`src/design/icl_pkg.sv`:
```
// shared types and constants for the idle-count cpu load estimator
// used by icl_lane, icl_merge and idle_count_cpu_load_estimator_core
`default_nettype none
package icl_pkg;

  localparam int NUM_CPUS = 2;
  localparam int LANE_COUNT = (NUM_CPUS < 1) ? 1 : ((NUM_CPUS > 2) ? 2 : NUM_CPUS);

  localparam int CNT_W = 32;
  localparam int PCT_W = 7;
  localparam int SUM_W = PCT_W + 1;
  localparam int ITER_W = $clog2(CNT_W);

  localparam logic [CNT_W-1:0] PEAK_DECAY_FLOOR = 32'd8;
  localparam int PEAK_DECAY_SHIFT = 7;
  localparam logic [PCT_W-1:0] PERCENT_FULL = 7'd100;

  typedef enum logic [1:0] {
    LANE_IDLE,
    LANE_PEAK,
    LANE_DIV,
    LANE_DONE
  } lane_state_t;

  typedef enum logic {
    CORE_IDLE,
    CORE_BUSY
  } core_state_t;

  typedef struct packed {
    logic start;
    logic release_lane;
  } lane_ctl_t;

  typedef struct packed {
    logic done;
  } lane_sts_t;

endpackage
`default_nettype wire

```
`src/design/idle_count_cpu_load_estimator_core.sv`:
```
// idle-count cpu load estimator: one lane per cpu
// lane steps: delta registered on start, peak update, 32-step serial divide, then done
// a lane takes no new sample until its 32-step divide is done and the result is loaded;
// the next sample is taken while the previous result still waits in the output register
// sync reset: previous counters cleared, peak of cpu 0 set to one, others to zero
`default_nettype none
module idle_count_cpu_load_estimator_core (
  input  wire logic        clk,
  input  wire logic        rst,
  input  wire logic        in_valid,
  output logic             in_stall,
  input  wire logic [31:0] idle_count_first,
  input  wire logic [31:0] idle_count_second,
  output logic             out_valid,
  input  wire logic        out_stall,
  output logic [6:0]       load_percent
);
  import icl_pkg::*;

  core_state_t state, state_next;
  lane_ctl_t   ctl;
  lane_sts_t   sts [LANE_COUNT];
  logic [PCT_W-1:0] lane_pct [LANE_COUNT];
  logic [CNT_W-1:0] counts [2];
  logic all_done;
  logic out_free;
  logic load_en;

  assign counts[0] = idle_count_first;
  assign counts[1] = idle_count_second;

  always_comb begin
    all_done = 1'b1;
    for (int i = 0; i < LANE_COUNT; i++) begin
      all_done = all_done & sts[i].done;
    end
  end

  assign out_free = !out_valid || !out_stall;

  always_comb begin
    state_next = state;
    ctl = '0;
    load_en = 1'b0;
    in_stall = 1'b1;
    case (state)
      CORE_IDLE: begin
        in_stall = 1'b0;
        if (in_valid) begin
          ctl.start = 1'b1;
          state_next = CORE_BUSY;
        end
      end
      CORE_BUSY: begin
        // result leaves the lanes only once the output register can take it
        if (all_done && out_free) begin
          load_en = 1'b1;
          ctl.release_lane = 1'b1;
          state_next = CORE_IDLE;
        end
      end
      default: state_next = CORE_IDLE;
    endcase
  end

  always_ff @(posedge clk) begin
    if (rst) begin
      state <= CORE_IDLE;
    end else begin
      state <= state_next;
    end
  end

  for (genvar g = 0; g < LANE_COUNT; g++) begin : g_lane
    icl_lane u_lane (
      .clk       (clk),
      .rst       (rst),
      .ctl       (ctl),
      .count     (counts[g]),
      .peak_init ((g == 0) ? 32'd1 : 32'd0),
      .sts       (sts[g]),
      .idle_pct  (lane_pct[g])
    );
  end

  icl_merge u_merge (
    .clk          (clk),
    .rst          (rst),
    .load_en      (load_en),
    .lane_pct     (lane_pct),
    .out_stall    (out_stall),
    .out_valid    (out_valid),
    .load_percent (load_percent)
  );

endmodule
`default_nettype wire

```
`src/design/icl_lane.sv`:
```
// one per-cpu lane: wrapping delta, peak tracking and a serial idle-percent divider
// depends on icl_pkg
`default_nettype none
module icl_lane (
  input  wire logic                    clk,
  input  wire logic                    rst,
  input  wire icl_pkg::lane_ctl_t      ctl,
  input  wire logic [31:0]             count,
  input  wire logic [31:0]             peak_init,
  output icl_pkg::lane_sts_t           sts,
  output logic [6:0]                   idle_pct
);
  import icl_pkg::*;

  lane_state_t state, state_next;

  logic [CNT_W-1:0]  previous_idle;
  logic [CNT_W-1:0]  peak_delta;
  logic [CNT_W-1:0]  delta;
  logic [CNT_W-1:0]  rem;
  logic [CNT_W-1:0]  quo;
  logic [CNT_W-1:0]  dvsr;
  logic [ITER_W-1:0] iter;

  logic [CNT_W-1:0]       step;
  logic [CNT_W-1:0]       decayed;
  logic [CNT_W-1:0]       peak_next;
  logic [CNT_W+PCT_W-1:0] prod_full;
  logic [CNT_W:0]         trial;
  logic [CNT_W:0]         diff;

  // peak update, done in the cycle after the delta is registered
  always_comb begin
    step = peak_delta >> PEAK_DECAY_SHIFT;
    if (step == '0) begin
      step = {{(CNT_W-1){1'b0}}, 1'b1};
    end
    decayed = peak_delta - step;
    if (delta > peak_delta) begin
      peak_next = delta;
    end else if (peak_delta > PEAK_DECAY_FLOOR) begin
      peak_next = (delta > decayed) ? delta : decayed;
    end else begin
      peak_next = peak_delta;
    end
  end

  assign prod_full = delta * PERCENT_FULL;
  assign trial = {rem, quo[CNT_W-1]};
  assign diff = trial - {1'b0, dvsr};

  always_comb begin
    state_next = state;
    case (state)
      LANE_IDLE: if (ctl.start) state_next = LANE_PEAK;
      LANE_PEAK: state_next = LANE_DIV;
      LANE_DIV:  if (iter == ITER_W'(CNT_W - 1)) state_next = LANE_DONE;
      LANE_DONE: if (ctl.release_lane) state_next = LANE_IDLE;
      default:   state_next = LANE_IDLE;
    endcase
  end

  always_ff @(posedge clk) begin
    if (rst) begin
      state <= LANE_IDLE;
    end else begin
      state <= state_next;
    end
  end

  always_ff @(posedge clk) begin
    if (rst) begin
      previous_idle <= '0;
      peak_delta <= peak_init;
    end else begin
      if (state == LANE_IDLE && ctl.start) begin
        previous_idle <= count;
      end
      if (state == LANE_PEAK) begin
        peak_delta <= peak_next;
      end
    end
  end

  always_ff @(posedge clk) begin
    case (state)
      LANE_IDLE: begin
        if (ctl.start) delta <= count - previous_idle;
      end
      LANE_PEAK: begin
        quo  <= prod_full[CNT_W-1:0];
        rem  <= '0;
        dvsr <= (peak_next == '0) ? {{(CNT_W-1){1'b0}}, 1'b1} : peak_next;
        iter <= '0;
      end
      LANE_DIV: begin
        // restoring division, one quotient bit per cycle
        if (!diff[CNT_W]) begin
          rem <= diff[CNT_W-1:0];
          quo <= {quo[CNT_W-2:0], 1'b1};
        end else begin
          rem <= trial[CNT_W-1:0];
          quo <= {quo[CNT_W-2:0], 1'b0};
        end
        iter <= iter + ITER_W'(1);
      end
      default: begin
      end
    endcase
  end

  assign sts.done = (state == LANE_DONE);
  assign idle_pct = (quo > CNT_W'(PERCENT_FULL)) ? PERCENT_FULL : quo[PCT_W-1:0];

endmodule
`default_nettype wire

```
`src/design/icl_merge.sv`:
```
// merge stage: averages lane idle percents, forms the load and holds the output beat
// depends on icl_pkg
`default_nettype none
module icl_merge (
  input  wire logic       clk,
  input  wire logic       rst,
  input  wire logic       load_en,
  input  wire logic [6:0] lane_pct [icl_pkg::LANE_COUNT],
  input  wire logic       out_stall,
  output logic            out_valid,
  output logic [6:0]      load_percent
);
  import icl_pkg::*;

  logic [SUM_W-1:0] total;
  logic [SUM_W-1:0] avg;
  logic [PCT_W-1:0] avg_clamped;

  always_comb begin
    total = '0;
    for (int i = 0; i < LANE_COUNT; i++) begin
      total = total + SUM_W'(lane_pct[i]);
    end
    avg = SUM_W'(total / LANE_COUNT);
    avg_clamped = (avg > SUM_W'(PERCENT_FULL)) ? PERCENT_FULL : avg[PCT_W-1:0];
  end

  always_ff @(posedge clk) begin
    if (rst) begin
      out_valid <= 1'b0;
    end else if (load_en) begin
      out_valid <= 1'b1;
    end else if (!out_stall) begin
      out_valid <= 1'b0;
    end
  end

  always_ff @(posedge clk) begin
    if (load_en) begin
      load_percent <= PERCENT_FULL - avg_clamped;
    end
  end

endmodule
`default_nettype wire

```
`config.mk`:
```
export PLATFORM = sky130hd
export DESIGN_NAME = idle_count_cpu_load_estimator_core
export DESIGN_NICKNAME = d
export VERILOG_FILES = /design/src/design/icl_pkg.sv /design/src/design/idle_count_cpu_load_estimator_core.sv /design/src/design/icl_lane.sv /design/src/design/icl_merge.sv
export SDC_FILE = /design/constraint.sdc
export NUM_CORES = 2
export LEC_CHECK = 0
export ABC_AREA = 1
export BUFFER_PORTS_ARGS = -buffer_cell sky130_fd_sc_hd__clkbuf_2
export CORE_MARGIN = 1
export CORE_UTILIZATION = 30
export CTS_BUF_LIST = sky130_fd_sc_hd__clkbuf_8
export CTS_CLUSTER_SIZE = 8
export DETAILED_ROUTE_END_ITERATION = 7
export PLACE_DENSITY = 0.5
export SLEW_MARGIN = 0
export SYNTH_ARGS = -nofsm -noshare
export SYNTH_HDL_FRONTEND = slang
export SYNTH_SLANG_ARGS = --single-unit
```
`constraint.sdc`:
```
create_clock -name clk -period 11.1 [get_ports clk]
set_input_delay 2.22 -clock clk [delete_from_list [all_inputs] [get_ports clk]]
set_output_delay 2.22 -clock clk [all_outputs]
set_load 0.02 [all_outputs]
```
---- Yosys cells after proc, flatten, opt, wreduce, memory -nomap -nowiden ----
Cells that the tools add are included.
cells by class
  add/subtract/negate cells ............... 10
  multipliers ............................. 2
  $lt $le $gt $ge ......................... 9
  eq/ne operators ......................... 15
  mux-type cells .......................... 36
  bitwise operators ....................... 2
  reduce and logical (&&, ||, !) cells .... 18
operator list
  cell                                                                     number
  32-bit two-way mux                                                       8
  32-bit one-hot mux with 2 select lines                                   4
  32-bit > comparator                                                      4
  32-bit logical NOT                                                       4
  32-bit subtractor                                                        4
  33-bit by 32-bit subtractor with 33-bit output                           2
  32-bit by 4-bit > comparator with 1-bit output, second input constant    2
  32-bit by 7-bit > comparator with 1-bit output, second input constant    2
  32-bit by 5-bit multiplier with 30-bit output, second input constant     2
  25-bit two-way mux                                                       2
  7-bit two-way mux                                                        3
  5-bit one-hot mux with 2 select lines                                    2
  2-bit one-hot mux with 4 select lines                                    2
  5-bit by 1-bit adder with 5-bit output, second input constant            2
  5-bit == test, second input constant                                     2
  1-bit two-way mux                                                        10
  7-bit by 7-bit adder with 8-bit output                                   1
  2-bit == test, second input constant                                     4
  2-bit two-way mux                                                        4
  2-bit by 1-bit inequality test with 1-bit output, second input constant  4
  7-bit > comparator, second input constant                                1
  7-bit subtractor, first input constant                                   1
  2-bit inequality test, second input constant                             3
  3-bit AND reduction                                                      2
  other kinds (10)                                                         17
storage, ports and cells
  bits in registers ....................... 407
  output and inout port bits .............. 9
  word-level logic and storage cells ...... 111

---- Logic depth before layout (Yosys ltp) ----
  depth in word-level cells ............... 8
  gate-level depth with buffers ........... 38
  depth with buffers taken out ............ 38

---- Cells and area by module ----
A second synthesis with hierarchy kept.
second synthesis, totals
  cells, all modules ...................... 5,321
  area, all modules ....................... 38,673.3 um^2
modules (own cells, without submodules)
  module                              times used  cells an instance  area each (um^2)  seq. area each (um^2)
  icl_lane at g_lane[0].u_lane        1           2,597              18,943.2          5,635.4
  icl_lane at g_lane[1].u_lane        1           2,595              18,863.1          5,635.4
  icl_merge                           1           118                802.0             230.2
  idle_count_cpu_load_estimator_core  1           11                 65.1              20.0

---- Worst setup path before layout ----
Ideal clock, no wire load.
  kind .................................... input -> register
  from .................................... input port in_valid
  to ...................................... register g_lane[0].u_lane.previous_idle[21]
  data arrival time ....................... 4.831 ns
  data required time ...................... 11.030 ns
  path slack .............................. 6.199 ns
  cell stages on the path ................. 8
  path buffers ............................ 2
  cells stage by stage .................... inv_1 > nor2_1 > inv_1 > nor2_1 > inv_1 > clkbuf_1 > clkbuf_1 > a21oi_1
on the way
  longest elaborated chain between the ends .. 3
RTL lines
  item                  line                                      source
  from (decl)           idle_count_cpu_load_estimator_core.sv:10  input wire logic in_valid,
  1-bit two-way mux     idle_count_cpu_load_estimator_core.sv:49  if (in_valid) begin
  1-bit two-way mux     idle_count_cpu_load_estimator_core.sv:46  case (state)
  1-bit logical AND     icl_lane.sv:76                            if (state == LANE_IDLE && ctl.start) begin
  to (signal assigned)  icl_lane.sv:77                            previous_idle <= count;
  to (decl)             icl_lane.sv:17                            logic [CNT_W-1:0] previous_idle;
Every way passes these cells.
A chain may end at the register's enable or synchronous reset.

---- Final worst setup path ----
  from .................................... register g_lane[1].u_lane.peak_delta[11]
  to ...................................... register g_lane[1].u_lane.dvsr[0], data pin
on the way
  longest elaborated chain between the ends .. 8
RTL lines
  item                    line            source
  from (decl)             icl_lane.sv:18  logic [CNT_W-1:0] peak_delta;
  from (signal assigned)  icl_lane.sv:74  peak_delta <= peak_init;
  from (signal assigned)  icl_lane.sv:80  peak_delta <= peak_next;
  32-bit logical NOT      icl_lane.sv:35  if (step == '0) begin
  25-bit two-way mux      icl_lane.sv:35
  32-bit subtractor       icl_lane.sv:38  decayed = peak_delta - step;
  32-bit > comparator     icl_lane.sv:42  peak_next = (delta > decayed) ? delta : decayed;
  32-bit two-way mux      icl_lane.sv:42
  32-bit two-way mux      icl_lane.sv:41  end else if (peak_delta > PEAK_DECAY_FLOOR) begin
  32-bit two-way mux (*)  icl_lane.sv:39  if (delta > peak_delta) begin
  32-bit logical NOT      icl_lane.sv:93  dvsr <= (peak_next == '0) ? {{(CNT_W-1){1'b0}}, 1'b1} : peak_next;
  to (signal assigned)    icl_lane.sv:93
  to (decl)               icl_lane.sv:22  logic [CNT_W-1:0] dvsr;
Mark *: on every way between the ends. The rest lies on a longest branch, timed or not.

==> out/metrics.yaml <==
final_common_cell: "nand2_1"
globalRouteOverflowTotal: 0
synth_seq_cells: 407
worst_pin_slew_ns: 1.00
slowest_delay_ns: 0.60
finalCriticalPeriod_ns: 6.21
cts_resized: 0
grt_pass1_vias: 32600
portBuffers: 76
std_cell_rows: 130
drc: 0
wl_per_cell_microns: 16.6
slew_viol_final: 0
synth_cell_types: 69
htreeDepth: 3
cp_common_cell: "nand2_1"
maxCapViolCount: 0
syn_area_sq_um: 38100
finalSetupTns_ns: 0
cp.arrival_ns: 6.80
synth_ff_type: "edfxtp_1"
hold_path_class: "reg -> reg"
dr.pass1.iters: 5
grt_first_pass_wirelength_mm: 185
yosys_warnings: 0
avgSynthCellArea_sq_um: 7.16
crit_fanout: 32
slowest_stage: "nand2_2"
relSlewSlack: 0.333
coreArea_sq_um: 126000
max_freq_mhz: 161
async_reset_ff_frac: 0
crit_type: "reg -> reg"
synthesis.nets: 5924
min_path_cells: 2
setup.worst_path.end_class: "flip-flop"
setup_viol: 0
drive_gt1_frac: 0.0620
path_buf_inv: 4
r2r_cells: 34
clock_latency_ns: 0.72
postCtsSetupBuffers: 0
cts_made_buffers: 84
cp_top_family: "simple AND/OR/NAND/NOR gates"
fp.dieH_microns: 358
grt_max_degree: 78
start_util: 0.303
die_w_microns: 358
cts_tree: "done"
drt_iter0_drc: 2025
synth-edff-count: 273
syn-instance-count: 5322
drt-total-wl_mm: 118
cp-start-kind: "flip-flop"
clockBufferDepth: 3
final_cell_mix: "nand2_1, inv_1, ha_1"
clock-sinks: 407
fin_skew_ns: 0.0328
clock-root-buffer: "clkbuf_8"
ctsHoldBuffers: 0
area_growth_pct: 10.2
crit_required_ns: 11.70
drt-vias-per-instance: 4.74
clkSlewWorstSetupHoldPaths_ns: 0.07
worst-path-stages: 34
hpwlAfterDp_mm: 95.0
rsz0062_at_grt: "false"
finalNetCount: 6005
grt_usage: 0.184
via_count: 33800
die-area_sq_um: 128000
gp_congestion: 0.936
hold_viol: 0
post-route-period-util: 0.559
io_pins: 77
antenna_found_initial: 3
outcome: "complete, no violations"
ant_nets: 0
yosysSeqAreaShare: 0.286
## routing by layer
metal,global-route usage,routed length [microns],up-vias
li1,-,-,17400
met2,0.285,50500,674
met3,0.0203,5010,133
met1,0.268,60400,15600
met4,0.0490,2440,0
met5,0,0,-
## registers in the layout, summed over array words and instances, names as in the netlist, 7 cells and up
register and flops:
u_merge.load_percent 7, g_lane.u_lane.delta 64, g_lane.u_lane.rem 64, g_lane.u_lane.quo 64, g_lane.u_lane.peak_delta 64, g_lane.u_lane.iter 10
g_lane.u_lane.previous_idle 64, g_lane.u_lane.dvsr 64
## worst reg2reg max path, delay by kind of cell, from the launching register on
family / cells / cell delay (ns)
simple gates: 26 / 4.13
buf+inv: 4 / 0.33
fa+ha+maj: 3 / 0.94
compound gates: 1 / 0.36
flops: 1 / 0.33
## kinds of logic after synthesis
logic type | after synthesis | synth area share
DFF | 407 | 0.286
and+or+nand+nor | 2140 | 0.239
buffers and inverters | 1155 | 0.118
adders and majority gates | 534 | 0.186
AOI/OAI and AO/OA | 912 | 0.131
xor gates and xnor gates | 174 | 0.0400
## cells in the mapped netlist (all sizes together) (27+ instances only)
library cell,number,share of area
nor2,476,0.048
a21oi,475,0.064
edfxtp,273,0.22
nand2,1201,0.12
inv,1055,0.10
clkbuf,60,0.0059
ha,479,0.16
fa,55,0.029
nand3,249,0.034
nand4,83,0.014
o21ai,303,0.040
xnor2,76,0.017
dfxtp,134,0.070
or2,37,0.0061
xor2,98,0.023
o21a,27,0.0053
buf,36,0.0078
nor3,53,0.0079
## through the flow
| stage | instance area (sq um) | worst slack [ns] | cells | hold slack (ns) | util |
|---|---|---|---|---|---|
| 4_1_cts | 42000 | 4.98 | 7122 | 0.460 | 0.334 |
| 3_3_place_gp | 40200 | 5.03 | 6967 | 0.444 | 0.320 |
| 6_report | 42000 | 4.89 | 7125 | 0.456 | 0.334 |
| 5_1_grt | 42000 | 4.39 | 7124 | 0.480 | 0.334 |
| 3_5_place_dp | 40200 | 5.00 | 6967 | 0.452 | 0.320 |
| 2_1_floorplan | 38100 | 6.20 | 5322 | 0.433 | - |
## path summary, 6_finish.rpt
check                                                        from                                               to  slack [ns]
hold reg to reg   g_lane[1].u_lane.previous_idle[13]$_SDFFE_PP0P_  g_lane[1].u_lane.previous_idle[13]$_SDFFE_PP0P_        0.46
setup / recovery     g_lane[1].u_lane.peak_delta[11]$_SDFFE_PP0N_           g_lane[1].u_lane.dvsr[0]$_SDFFCE_PN1N_        4.89
hold / removal    g_lane[1].u_lane.previous_idle[13]$_SDFFE_PP0P_  g_lane[1].u_lane.previous_idle[13]$_SDFFE_PP0P_        0.46
setup reg to reg     g_lane[1].u_lane.peak_delta[11]$_SDFFE_PP0N_           g_lane[1].u_lane.dvsr[0]$_SDFFCE_PN1N_        4.89
## area by class of cell
type,count,area (sq um)
repair buffers,91,493
inverters,1059,3980
clock buffers,96,1320
clock inverters,59,483
flip-flops and latches,407,10900
fillers,13700,83700
diodes,3,7.51
multi-input cells,3760,22800
well taps,1650,2060
Power is left out: the tool's default activity adds up to more than one toggle a clock period on the data nets, which glitch-free logic cannot reach.
